**src/hdl/dewd_pkg.sv**
```systemverilog
// Shared types and constants for the digitizer event word decoder.
// Depends on nothing; every other file of the block uses it.
`default_nettype none

package dewd_pkg;

  // Frame layout.
  localparam int HEADER_WORDS    = 13;
  localparam int MAX_FRAME_WORDS = 4096;
  localparam int FIFO_DEPTH      = 4;

  // Header word positions that carry something.
  localparam int POS_IDS      = 0;
  localparam int POS_LED_LOW  = 1;
  localparam int POS_LED_HIGH = 2;
  localparam int POS_PREV_LOW = 3;
  localparam int POS_PREV_HIGH = 4;
  localparam int POS_BASELINE = 5;
  localparam int POS_PRESUM   = 7;
  localparam int POS_POSTSUM  = 8;
  localparam int POS_POST_IDX = 10;
  localparam int POS_PRE_IDX  = 11;
  localparam int POS_PEAK_IDX = 12;

  // Result kinds.
  localparam logic [3:0] KIND_CHAN       = 4'd0;
  localparam logic [3:0] KIND_BOARD      = 4'd1;
  localparam logic [3:0] KIND_ID         = 4'd2;
  localparam logic [3:0] KIND_LED_TS     = 4'd3;
  localparam logic [3:0] KIND_PREV_TS    = 4'd4;
  localparam logic [3:0] KIND_BASELINE   = 4'd5;
  localparam logic [3:0] KIND_PRESUM     = 4'd6;
  localparam logic [3:0] KIND_ENERGY     = 4'd7;
  localparam logic [3:0] KIND_POST_BEGIN = 4'd8;
  localparam logic [3:0] KIND_POST_END   = 4'd9;
  localparam logic [3:0] KIND_PRE_BEGIN  = 4'd10;
  localparam logic [3:0] KIND_PRE_END    = 4'd11;
  localparam logic [3:0] KIND_PEAK       = 4'd12;
  localparam logic [3:0] KIND_BASE       = 4'd13;
  localparam logic [3:0] KIND_TRACE      = 4'd14;
  localparam logic [3:0] KIND_END        = 4'd15;

  // Constant division by reciprocal multiplication: the estimate
  // (y * M) >> DIV_SHIFT is the quotient or one less.
  localparam int          DIV_SHIFT = 26;
  localparam logic [23:0] RECIP_25  = 24'd2684354;   // floor(2^26 / 25)
  localparam logic [23:0] RECIP_5   = 24'd13421772;  // floor(2^26 / 5)
  localparam logic [4:0]  DIVISOR_25 = 5'd25;
  localparam logic [4:0]  DIVISOR_5  = 5'd5;

  // What the back end does with a queued job.
  typedef enum logic [2:0] {
    OP_IDS,   // channel, board and id
    OP_ONE,   // one result, value as queued
    OP_PAIR,  // two 14-bit fields of one word
    OP_DIV,   // one result, queued dividend divided by a constant
    OP_END    // end marker only
  } op_e;

  typedef struct packed {
    op_e         op;
    logic [3:0]  kind_a;
    logic [3:0]  kind_b;
    logic [47:0] data;
    logic        last;
  } job_t;

endpackage

`default_nettype wire

```
**src/hdl/dewd_front.sv**
```systemverilog
// Front end: byte-swaps each word, tracks its frame position and header state,
// and turns it into a job for the back end. Depends on dewd_pkg.
`default_nettype none

module dewd_front #(
  parameter int MaxFrameWords = dewd_pkg::MAX_FRAME_WORDS
) (
  input  wire logic             clk_i,
  input  wire logic             rst_ni,
  input  wire logic             in_valid_i,
  input  wire logic [31:0]      word_i,
  input  wire logic             last_word_i,
  input  wire logic             fifo_full_i,
  output logic                  job_valid_o,
  output dewd_pkg::job_t        job_o
);

  localparam int IdxW = $clog2(MaxFrameWords + 1);

  logic [IdxW-1:0] idx_q, idx_d;
  logic [31:0]     led_low_q, led_low_d;
  logic [15:0]     prev_low_q, prev_low_d;
  logic [23:0]     pre_sum_q, pre_sum_d;
  logic [7:0]      post_low_q, post_low_d;

  logic        accept;
  logic [31:0] w;
  logic [11:0] board;
  logic [15:0] id;
  logic [23:0] post;
  logic [23:0] mag;
  logic        produces;
  dewd_pkg::job_t job;

  assign accept = in_valid_i & ~fifo_full_i;
  assign w      = {word_i[7:0], word_i[15:8], word_i[23:16], word_i[31:24]};
  assign board  = w[15:4];
  assign id     = {1'b0, board, 3'b000} + {3'b000, board, 1'b0} + {12'd0, w[3:0]};
  assign post   = {w[15:0], post_low_q};
  assign mag    = (post >= pre_sum_q) ? (post - pre_sum_q) : (pre_sum_q - post);

  always_comb begin
    job        = '0;
    job.op     = dewd_pkg::OP_END;
    job.kind_a = dewd_pkg::KIND_END;
    job.kind_b = dewd_pkg::KIND_END;
    job.last   = last_word_i;
    produces   = 1'b1;
    led_low_d  = led_low_q;
    prev_low_d = prev_low_q;
    pre_sum_d  = pre_sum_q;
    post_low_d = post_low_q;

    if (idx_q == IdxW'(MaxFrameWords)) begin
      produces = 1'b0;
    end else if (idx_q >= IdxW'(dewd_pkg::HEADER_WORDS)) begin
      job.op     = dewd_pkg::OP_PAIR;
      job.kind_a = dewd_pkg::KIND_TRACE;
      job.kind_b = dewd_pkg::KIND_TRACE;
      job.data   = {16'd0, w};
    end else begin
      unique case (idx_q)
        IdxW'(dewd_pkg::POS_IDS): begin
          job.op   = dewd_pkg::OP_IDS;
          job.data = {16'd0, id, w[15:0]};
        end
        IdxW'(dewd_pkg::POS_LED_LOW): begin
          led_low_d = w;
          produces  = 1'b0;
        end
        IdxW'(dewd_pkg::POS_LED_HIGH): begin
          job.op     = dewd_pkg::OP_ONE;
          job.kind_a = dewd_pkg::KIND_LED_TS;
          job.data   = {w[15:0], led_low_q};
        end
        IdxW'(dewd_pkg::POS_PREV_LOW): begin
          prev_low_d = w[15:0];
          produces   = 1'b0;
        end
        IdxW'(dewd_pkg::POS_PREV_HIGH): begin
          job.op     = dewd_pkg::OP_ONE;
          job.kind_a = dewd_pkg::KIND_PREV_TS;
          job.data   = {w, prev_low_q};
        end
        IdxW'(dewd_pkg::POS_BASELINE): begin
          job.op     = dewd_pkg::OP_ONE;
          job.kind_a = dewd_pkg::KIND_BASELINE;
          job.data   = {24'd0, w[23:0]};
        end
        IdxW'(dewd_pkg::POS_PRESUM): begin
          // The sum divided by 400 is the sum over 16, divided by 25.
          pre_sum_d  = w[23:0];
          post_low_d = w[31:24];
          job.op     = dewd_pkg::OP_DIV;
          job.kind_a = dewd_pkg::KIND_PRESUM;
          job.data   = {28'd0, w[23:4]};
        end
        IdxW'(dewd_pkg::POS_POSTSUM): begin
          // The magnitude divided by 10 is the magnitude over 2, divided by 5.
          job.op     = dewd_pkg::OP_DIV;
          job.kind_a = dewd_pkg::KIND_ENERGY;
          job.data   = {25'd0, mag[23:1]};
        end
        IdxW'(dewd_pkg::POS_POST_IDX): begin
          job.op     = dewd_pkg::OP_PAIR;
          job.kind_a = dewd_pkg::KIND_POST_BEGIN;
          job.kind_b = dewd_pkg::KIND_POST_END;
          job.data   = {16'd0, w};
        end
        IdxW'(dewd_pkg::POS_PRE_IDX): begin
          job.op     = dewd_pkg::OP_PAIR;
          job.kind_a = dewd_pkg::KIND_PRE_BEGIN;
          job.kind_b = dewd_pkg::KIND_PRE_END;
          job.data   = {16'd0, w};
        end
        IdxW'(dewd_pkg::POS_PEAK_IDX): begin
          job.op     = dewd_pkg::OP_PAIR;
          job.kind_a = dewd_pkg::KIND_PEAK;
          job.kind_b = dewd_pkg::KIND_BASE;
          job.data   = {16'd0, w};
        end
        default: begin
          produces = 1'b0;
        end
      endcase
    end

    if (last_word_i) begin
      idx_d = '0;
    end else if (idx_q != IdxW'(MaxFrameWords)) begin
      idx_d = idx_q + 1'b1;
    end else begin
      idx_d = idx_q;
    end
  end

  // A silent word still queues the end marker when it closes the frame.
  assign job_valid_o = accept & (produces | last_word_i);
  assign job_o       = job;

  always_ff @(posedge clk_i or negedge rst_ni) begin
    if (!rst_ni) begin
      idx_q      <= '0;
      led_low_q  <= '0;
      prev_low_q <= '0;
      pre_sum_q  <= '0;
      post_low_q <= '0;
    end else if (accept) begin
      idx_q      <= idx_d;
      led_low_q  <= led_low_d;
      prev_low_q <= prev_low_d;
      pre_sum_q  <= pre_sum_d;
      post_low_q <= post_low_d;
    end
  end

`ifndef SYNTHESIS
  a_idx_range: assert property (@(posedge clk_i) disable iff (!rst_ni)
    idx_q <= IdxW'(MaxFrameWords))
    else $error("frame position beyond saturation");
`endif

endmodule

`default_nettype wire

```
**src/hdl/dewd_fifo.sv**
```systemverilog
// Short job queue between the front and back ends.
// Depends on dewd_pkg for the job type.
`default_nettype none

module dewd_fifo #(
  parameter int Depth = dewd_pkg::FIFO_DEPTH
) (
  input  wire logic           clk_i,
  input  wire logic           rst_ni,
  input  wire logic           wr_en_i,
  input  dewd_pkg::job_t      wr_data_i,
  output logic                full_o,
  input  wire logic           rd_en_i,
  output dewd_pkg::job_t      rd_data_o,
  output logic                empty_o
);

  localparam int PtrW = (Depth > 1) ? $clog2(Depth) : 1;
  localparam int CntW = $clog2(Depth + 1);

  dewd_pkg::job_t  mem_q [Depth];
  logic [PtrW-1:0] wr_ptr_q, rd_ptr_q;
  logic [CntW-1:0] count_q;
  logic            do_wr, do_rd;

  assign full_o    = (count_q == CntW'(Depth));
  assign empty_o   = (count_q == '0);
  assign do_wr     = wr_en_i & ~full_o;
  assign do_rd     = rd_en_i & ~empty_o;
  assign rd_data_o = mem_q[rd_ptr_q];

  always_ff @(posedge clk_i) begin
    if (do_wr) begin
      mem_q[wr_ptr_q] <= wr_data_i;
    end
  end

  always_ff @(posedge clk_i or negedge rst_ni) begin
    if (!rst_ni) begin
      wr_ptr_q <= '0;
      rd_ptr_q <= '0;
      count_q  <= '0;
    end else begin
      if (do_wr) begin
        wr_ptr_q <= (wr_ptr_q == PtrW'(Depth - 1)) ? '0 : wr_ptr_q + 1'b1;
      end
      if (do_rd) begin
        rd_ptr_q <= (rd_ptr_q == PtrW'(Depth - 1)) ? '0 : rd_ptr_q + 1'b1;
      end
      if (do_wr && !do_rd) begin
        count_q <= count_q + 1'b1;
      end else if (do_rd && !do_wr) begin
        count_q <= count_q - 1'b1;
      end
    end
  end

`ifndef SYNTHESIS
  a_no_drop: assert property (@(posedge clk_i) disable iff (!rst_ni)
    (wr_en_i && full_o) |-> 1'b0)
    else $error("job written into a full queue");
`endif

endmodule

`default_nettype wire

```
**src/hdl/dewd_back.sv**
```systemverilog
// Back end: takes jobs from the queue and delivers their results one per
// cycle into the output register while it is free or being popped,
// dividing by constants where needed. Depends on dewd_pkg.
`default_nettype none

module dewd_back (
  input  wire logic         clk_i,
  input  wire logic         rst_ni,
  input  wire logic         fifo_empty_i,
  input  dewd_pkg::job_t    fifo_data_i,
  output logic              fifo_rd_o,
  output logic              empty_o,
  input  wire logic         pop_i,
  output logic [3:0]        kind_o,
  output logic [47:0]       value_o,
  output logic              frame_end_o
);

  dewd_pkg::job_t job_q;
  logic           job_valid_q;
  logic [1:0]     cnt_q;
  logic [20:0]    qest_q;

  logic           out_valid_q;
  logic [3:0]     kind_q;
  logic [47:0]    value_q;
  logic           frame_end_q;

  logic           out_ready;
  logic           emit;
  logic           final_res;
  logic           load;
  logic [1:0]     n_res;
  logic [23:0]    recip;
  logic [46:0]    prod;
  logic [4:0]     divisor;
  logic [25:0]    rem;
  logic [20:0]    quot;
  logic [3:0]     res_kind;
  logic [47:0]    res_value;

  assign out_ready = ~out_valid_q | pop_i;
  assign emit      = job_valid_q & out_ready;

  always_comb begin
    unique case (job_q.op)
      dewd_pkg::OP_IDS:  n_res = 2'd3;
      dewd_pkg::OP_PAIR: n_res = 2'd2;
      default:           n_res = 2'd1;
    endcase
  end

  assign final_res = (cnt_q == n_res - 2'd1);
  assign load      = ~fifo_empty_i & (~job_valid_q | (emit & final_res));
  assign fifo_rd_o = load;

  // Reciprocal product for the job being loaded, registered with it.
  assign recip = (fifo_data_i.kind_a == dewd_pkg::KIND_PRESUM) ?
                 dewd_pkg::RECIP_25 : dewd_pkg::RECIP_5;
  assign prod  = fifo_data_i.data[22:0] * recip;

  // The estimate is at most one short; one compare settles it.
  assign divisor = (job_q.kind_a == dewd_pkg::KIND_PRESUM) ?
                   dewd_pkg::DIVISOR_25 : dewd_pkg::DIVISOR_5;
  assign rem     = {3'd0, job_q.data[22:0]} - (26'(qest_q) * 26'(divisor));
  assign quot    = (rem >= 26'(divisor)) ? qest_q + 21'd1 : qest_q;

  always_comb begin
    res_kind  = job_q.kind_a;
    res_value = job_q.data;
    unique case (job_q.op)
      dewd_pkg::OP_IDS: begin
        unique case (cnt_q)
          2'd0: begin
            res_kind  = dewd_pkg::KIND_CHAN;
            res_value = {44'd0, job_q.data[3:0]};
          end
          2'd1: begin
            res_kind  = dewd_pkg::KIND_BOARD;
            res_value = {36'd0, job_q.data[15:4]};
          end
          default: begin
            res_kind  = dewd_pkg::KIND_ID;
            res_value = {32'd0, job_q.data[31:16]};
          end
        endcase
      end
      dewd_pkg::OP_PAIR: begin
        if (cnt_q == 2'd0) begin
          res_kind  = job_q.kind_a;
          res_value = {34'd0, job_q.data[13:0]};
        end else begin
          res_kind  = job_q.kind_b;
          res_value = {34'd0, job_q.data[29:16]};
        end
      end
      dewd_pkg::OP_DIV: begin
        res_value = {27'd0, quot};
      end
      dewd_pkg::OP_END: begin
        res_kind  = dewd_pkg::KIND_END;
        res_value = '0;
      end
      default: begin
        res_value = job_q.data;
      end
    endcase
  end

  always_ff @(posedge clk_i) begin
    if (load) begin
      job_q  <= fifo_data_i;
      qest_q <= prod[46:dewd_pkg::DIV_SHIFT];
    end
    if (emit) begin
      kind_q      <= res_kind;
      value_q     <= res_value;
      frame_end_q <= job_q.last & final_res;
    end
  end

  always_ff @(posedge clk_i or negedge rst_ni) begin
    if (!rst_ni) begin
      job_valid_q <= 1'b0;
      cnt_q       <= '0;
      out_valid_q <= 1'b0;
    end else begin
      if (load) begin
        job_valid_q <= 1'b1;
        cnt_q       <= '0;
      end else if (emit) begin
        if (final_res) begin
          job_valid_q <= 1'b0;
          cnt_q       <= '0;
        end else begin
          cnt_q <= cnt_q + 2'd1;
        end
      end
      if (emit) begin
        out_valid_q <= 1'b1;
      end else if (pop_i) begin
        out_valid_q <= 1'b0;
      end
    end
  end

  assign empty_o     = ~out_valid_q;
  assign kind_o      = kind_q;
  assign value_o     = value_q;
  assign frame_end_o = frame_end_q;

`ifndef SYNTHESIS
  a_cnt_in_range: assert property (@(posedge clk_i) disable iff (!rst_ni)
    job_valid_q |-> (cnt_q < n_res))
    else $error("result counter beyond the job's result count");

  a_end_marks_frame: assert property (@(posedge clk_i) disable iff (!rst_ni)
    (out_valid_q && kind_q == dewd_pkg::KIND_END) |-> frame_end_q)
    else $error("end marker without frame end");

  a_div_exact: assert property (@(posedge clk_i) disable iff (!rst_ni)
    (job_valid_q && job_q.op == dewd_pkg::OP_DIV) |-> (rem < 26'(2 * divisor)))
    else $error("reciprocal estimate off by more than one");

  a_load_only_free: assert property (@(posedge clk_i) disable iff (!rst_ni)
    load |-> (!job_valid_q || emit))
    else $error("job overwritten before all its results were delivered");
`endif

endmodule

`default_nettype wire

```
**src/hdl/digitizer_event_word_decoder_unit.sv**
```systemverilog
// Top level of the digitizer event word decoder: front end, job queue and
// back end. Depends on dewd_pkg, dewd_front, dewd_fifo and dewd_back.
//
// Usage. Frame words enter on word_i with last_word_i marking the final word;
// a word is taken at a clock edge with push high and full low. Results leave
// through kind_o, value_o and frame_end_o while empty is low and are taken at
// an edge with pop high. Each header word gives zero to three results, each
// trace word two, and a silent word that closes a frame gives an end marker.
// The first result of a word passes through the queue, the job register and
// the output register on its way to the ports. Throughput: the back end
// delivers one result per cycle while the output register is free or popped;
// the queue lets several words be taken while earlier results are still
// being delivered. Reset empties the queue and the output register and
// returns the frame position to zero. While the receiver holds pop low
// the result on the ports stays, the queue fills and then full is raised.
`default_nettype none

module digitizer_event_word_decoder_unit #(
  parameter int MaxFrameWords = dewd_pkg::MAX_FRAME_WORDS,
  parameter int FifoDepth     = dewd_pkg::FIFO_DEPTH
) (
  input  wire logic        clk_i,
  input  wire logic        rst_ni,
  input  wire logic        push,
  output logic             full,
  input  wire logic [31:0] word_i,
  input  wire logic        last_word_i,
  output logic             empty,
  input  wire logic        pop,
  output logic [3:0]       kind_o,
  output logic [47:0]      value_o,
  output logic             frame_end_o
);

  logic           job_valid;
  dewd_pkg::job_t job_in;
  dewd_pkg::job_t job_out;
  logic           fifo_full;
  logic           fifo_empty;
  logic           fifo_rd;

  dewd_front #(
    .MaxFrameWords(MaxFrameWords)
  ) u_front (
    .clk_i      (clk_i),
    .rst_ni     (rst_ni),
    .in_valid_i (push),
    .word_i     (word_i),
    .last_word_i(last_word_i),
    .fifo_full_i(fifo_full),
    .job_valid_o(job_valid),
    .job_o      (job_in)
  );

  dewd_fifo #(
    .Depth(FifoDepth)
  ) u_fifo (
    .clk_i    (clk_i),
    .rst_ni   (rst_ni),
    .wr_en_i  (job_valid),
    .wr_data_i(job_in),
    .full_o   (fifo_full),
    .rd_en_i  (fifo_rd),
    .rd_data_o(job_out),
    .empty_o  (fifo_empty)
  );

  dewd_back u_back (
    .clk_i       (clk_i),
    .rst_ni      (rst_ni),
    .fifo_empty_i(fifo_empty),
    .fifo_data_i (job_out),
    .fifo_rd_o   (fifo_rd),
    .empty_o     (empty),
    .pop_i       (pop),
    .kind_o      (kind_o),
    .value_o     (value_o),
    .frame_end_o (frame_end_o)
  );

  assign full = fifo_full;

endmodule

`default_nettype wire
```
**config.mk**
```make
export PLATFORM = sky130hd
export DESIGN_NAME = digitizer_event_word_decoder_unit
export DESIGN_NICKNAME = d
export VERILOG_FILES = /design/src/hdl/dewd_pkg.sv /design/src/hdl/dewd_front.sv /design/src/hdl/dewd_fifo.sv /design/src/hdl/dewd_back.sv /design/src/hdl/digitizer_event_word_decoder_unit.sv
export SDC_FILE = /design/constraint.sdc
export NUM_CORES = 2
export LEC_CHECK = 0
export BUFFER_PORTS_ARGS = -buffer_cell sky130_fd_sc_hd__buf_2
export CELL_PAD_IN_SITES_DETAIL_PLACEMENT = 0
export CELL_PAD_IN_SITES_GLOBAL_PLACEMENT = 2
export CORE_UTILIZATION = 44
export DETAILED_ROUTE_END_ITERATION = 6
export PLACE_DENSITY = 0.81
export SLEW_MARGIN = 30
export SYNTH_ARGS = -nofsm -noshare
export SYNTH_HDL_FRONTEND = slang
export SYNTH_SLANG_ARGS = --single-unit
```
**constraint.sdc**
```tcl
create_clock -name clk_i -period 12.6 [get_ports clk_i]
set_input_delay 0 -clock clk_i [delete_from_list [all_inputs] [get_ports clk_i]]
set_output_delay 0 -clock clk_i [all_outputs]
set_load 0.1 [all_outputs]
```
==> out/qor.csv <==
stage,metric,value,unit
sta,Final Hold Viols,0,
floorplan,Chip Width,294.7,um
sta,Final Worst Setup Slack,2.690,ns
final_layout,Area growth syn-to-layout,9.969,%
drt,vias per cell,5.423,
synth,share of the synthesized area in the top cell type,29.40,%
final_layout,"Core Util, Final",49.22,%
sta,clock skew,0.06842,ns
floorplan,Rows,106,
sta,count of final setup violators,0,
final_layout,# fillers,7604,
floorplan,height of the chip,294.7,um
floorplan,Starting Density,44.76,%
clock_tree,CTS Root Cell,clkbuf_16,
final_layout,layout cells sized above 1,9.278,%
synth,register area share after synthesis,36.30,%
synth,Avg Inst Size Synth,11.21,um2
worst_setup_path,Worst Path Buf+Inv,4,
synth,Seq cells post-synth,473,
final_layout,multi-input logic area,21210,um2
final_layout,"commonest non-fill, non-tap cell in the layout",inv_1,
worst_setup_path,R2R Path Start,u_fifo.rd_ptr_q[0]$_DFFE_PN0P_,
sta,max-slew violations,0,
final_layout,register area,13690,um2
grt,All-Layer GR Usage,23.87,%
synth,Synth area leaders,"edfxtp_1 29%, fa_1 18%, ha_1 14%, dfrtp_1 6.9%, inv_1 6.5%",
clock_tree,Num Clock Sinks,473,
worst_setup_path,worst setup path class,flip-flop to flip-flop,
grt,busiest grt layer,met2,
sta,post-route setup TNS,0,ns
drt,DRC,0,
grt,initial antenna violation count,1,
floorplan,DIE AREA,86840,um2
worst_setup_path,"slowest stage delay, CP",0.81,ns
sta,relative slew slack,34.09,%
worst_hold_path,hold path start,last_word_i,
grt,met3 Use GR,2.722,%
clock_tree,CTS tree,done,
worst_setup_path,crit start category,flip-flop,
grt,met2 Use GR,39.48,%
synth,Synth area leader,edfxtp_1,
worst_setup_path,Worst Setup End Kind,flip-flop,
final_layout,nets@finish,4245,
flow_run,Max-Cap Viols,0,
synth,cell area after synthesis,37690,um2
sta,RSZ-0062 raised after global routing,no,
grt,pin count of the biggest net entering global routing,67,
synth,Synth Area in Simple Gates,7.847,%
drt,Final ANT Viol Nets,0,
worst_hold_path,HP Class,primary input to flip-flop,
floorplan,CORE AREA,84220,um2
synth,area share of fa/ha/maj cells after synthesis,31.40,%
drt,starting DRC count in detailed routing,1933,
clock_tree,total setup buffers inserted after CTS,0,
worst_setup_path,R2R setup slack,2.69,ns
synth,Synth async-reset ratio,21.99,%
synth,Post-synth EDFFs,369,
clock_tree,Clock transition at path regs,0.07,ns
placed_design,GPL Wtd Cong,0.9116,
worst_hold_path,"Endpoint, Worst Hold",u_fifo.mem_q[2][0]$_DFFE_PP_,
sta,fmax,100.9,MHz
placed_design,IO buf count,91,
clock_tree,clk buf depth,3,
status,outcome,finished clean,
floorplan,I/O pin count,92,
sta,final worst path period share,78.65,%
sta,worst hold margin,0.1901,ns
worst_setup_path,slowest library cell on the worst path,dfrtp_4,
synth,Synth Area in Compound Gates,9.600,%
placed_design,post-DP HPWL,81180,um
worst_setup_path,"most used cell, CP",fa_1,
grt,vias in the first global route,26330,
sta,post-layout minimum cycle time,9.910,ns
placed_design,DP Worst Slack,2.362,ns
drt,DR pass1 iterations,6,
clock_tree,clock insertion delay at the later pin of the skew report,0.61,ns
clock_tree,total CTS buffers,50,
drt,DR vias,25150,
clock_tree,H-tree depth,2,
worst_setup_path,"CP delay by family, top",adder cells,
synth,YS warnings,0,
grt,global route overflow,0,
drt,Total Wirelength,101500,um
worst_setup_path,worst-case reg-to-reg path depth,28,
worst_setup_path,Critical Path RT,12.90,ns
synth,mux cell area share after synthesis,4.773,%
synth,Post-Synth XOR/XNOR Area,2.440,%
sta,measured slew at the worst slew-check pin,0.9886,ns
final_layout,most frequent cells in the layout,"646 x inv_1, 413 x ha_1, 369 x edfxtp_1",
grt,met1 usage,33.51,%
synth,Synth cell types,79,
final_layout,ant diodes,0,
worst_setup_path,"critical path fanouts, max",30,
worst_setup_path,Critical Path AT,10.21,ns
worst_setup_path,Worst R2R End,u_back.qest_q[15]$_DFFE_PP_,
synth,Post-synth top flop,edfxtp_1,
drt,Routed WL per cell,21.89,um
synth,Post-Synthesis Cells,3361,
grt,first-pass GRT wire length,156700,um
worst_hold_path,hold path cells,2,
synth,largest family of logic cells by synthesized area,adder cells,
## metal layers
metal / share of wire [%] / up-vias
met5: 0 / -
met4: 2.3 / 0
met3: 4.8 / 107
met2: 48 / 709
met1: 45 / 12700
li1: - / 11630
## state kept, by name, indices dropped and copies added, names as in the netlist, 13 cells and up
name	cells
u_back.job_q	59
u_front.led_low_q	32
u_front.pre_sum_q	24
u_front.prev_low_q	16
u_back.qest_q	21
u_front.idx_q	13
u_back.value_o	48
u_fifo.mem_q	236
## area by class of cell
cell class | instances | share of cell area, %
Multi-Input combinational cell | 2143 | 51.16
Sequential cell | 473 | 33.02
Inverter | 648 | 5.877
Tap cell | 1134 | 3.423
Clock buffer | 56 | 3.097
Timing Repair Buffer | 146 | 2.367
Clock inverter | 37 | 1.053
## metrics by stage
| stage | area (um2) | std cells |
|---|---|---|
| global route | 41450 | 4637 |
| detailed placement | 39340 | 4507 |
| CTS | 41450 | 4637 |
| finish | 41450 | 4637 |
| floorplan | 37740 | 3374 |
| global placement | 39340 | 4507 |
## synthesized netlist by cell type (24+ instances only)
| master | instances |
|---|---|
| inv_1 | 648 |
| ha_1 | 413 |
| edfxtp_1 | 369 |
| fa_1 | 333 |
| nand2_1 | 258 |
| o21ai_0 | 185 |
| a21oi_1 | 129 |
| dfrtp_1 | 104 |
| nor2_1 | 100 |
| clkbuf_1 | 86 |
| and2_1 | 76 |
| xnor2_1 | 65 |
| mux4_2 | 59 |
| xor2_1 | 40 |
| a21o_1 | 35 |
| nand3_1 | 35 |
| mux2_2 | 29 |
| and3_1 | 24 |
## worst max path at each step
| stage | start | to | slack, ns | depth (start not counted) |
|---|---|---|---|---|
| floorplan | u_fifo.rd_ptr_q[0]$_DFFE_PN0P_ | u_back.qest_q[15]$_DFFE_PP_ | 3.55 | 29 |
| global placement | u_fifo.rd_ptr_q[0]$_DFFE_PN0P_ | u_back.qest_q[15]$_DFFE_PP_ | 2.63 | 27 |
| detailed placement | u_fifo.rd_ptr_q[0]$_DFFE_PN0P_ | u_back.qest_q[15]$_DFFE_PP_ | 2.36 | 27 |
| CTS | u_fifo.rd_ptr_q[0]$_DFFE_PN0P_ | u_back.qest_q[15]$_DFFE_PP_ | 2.28 | 27 |
| global route | u_fifo.rd_ptr_q[0]$_DFFE_PN0P_ | u_back.qest_q[15]$_DFFE_PP_ | 2.14 | 28 |
| finish | u_fifo.rd_ptr_q[0]$_DFFE_PN0P_ | u_back.qest_q[15]$_DFFE_PP_ | 2.69 | 28 |
## repair_timing
action                                 4_1_cts  5_1_grt
gates resized for setup                      0        0
endpoints found under the hold margin      160        0
hold buffers                                37        0
## cells by family (layout without fill, tap and decap cells)
logic type	Yosys count	after routing
xor+xnor	105	105
simple gates	617	617
other cells	2	15
compound gates	558	558
mux	102	102
fa+ha+maj	746	746
buf+inv	758	887
flops	473	473
Power is left out: the tool's default activity adds up to more than one toggle a clock period on the data nets, which glitch-free logic cannot reach.
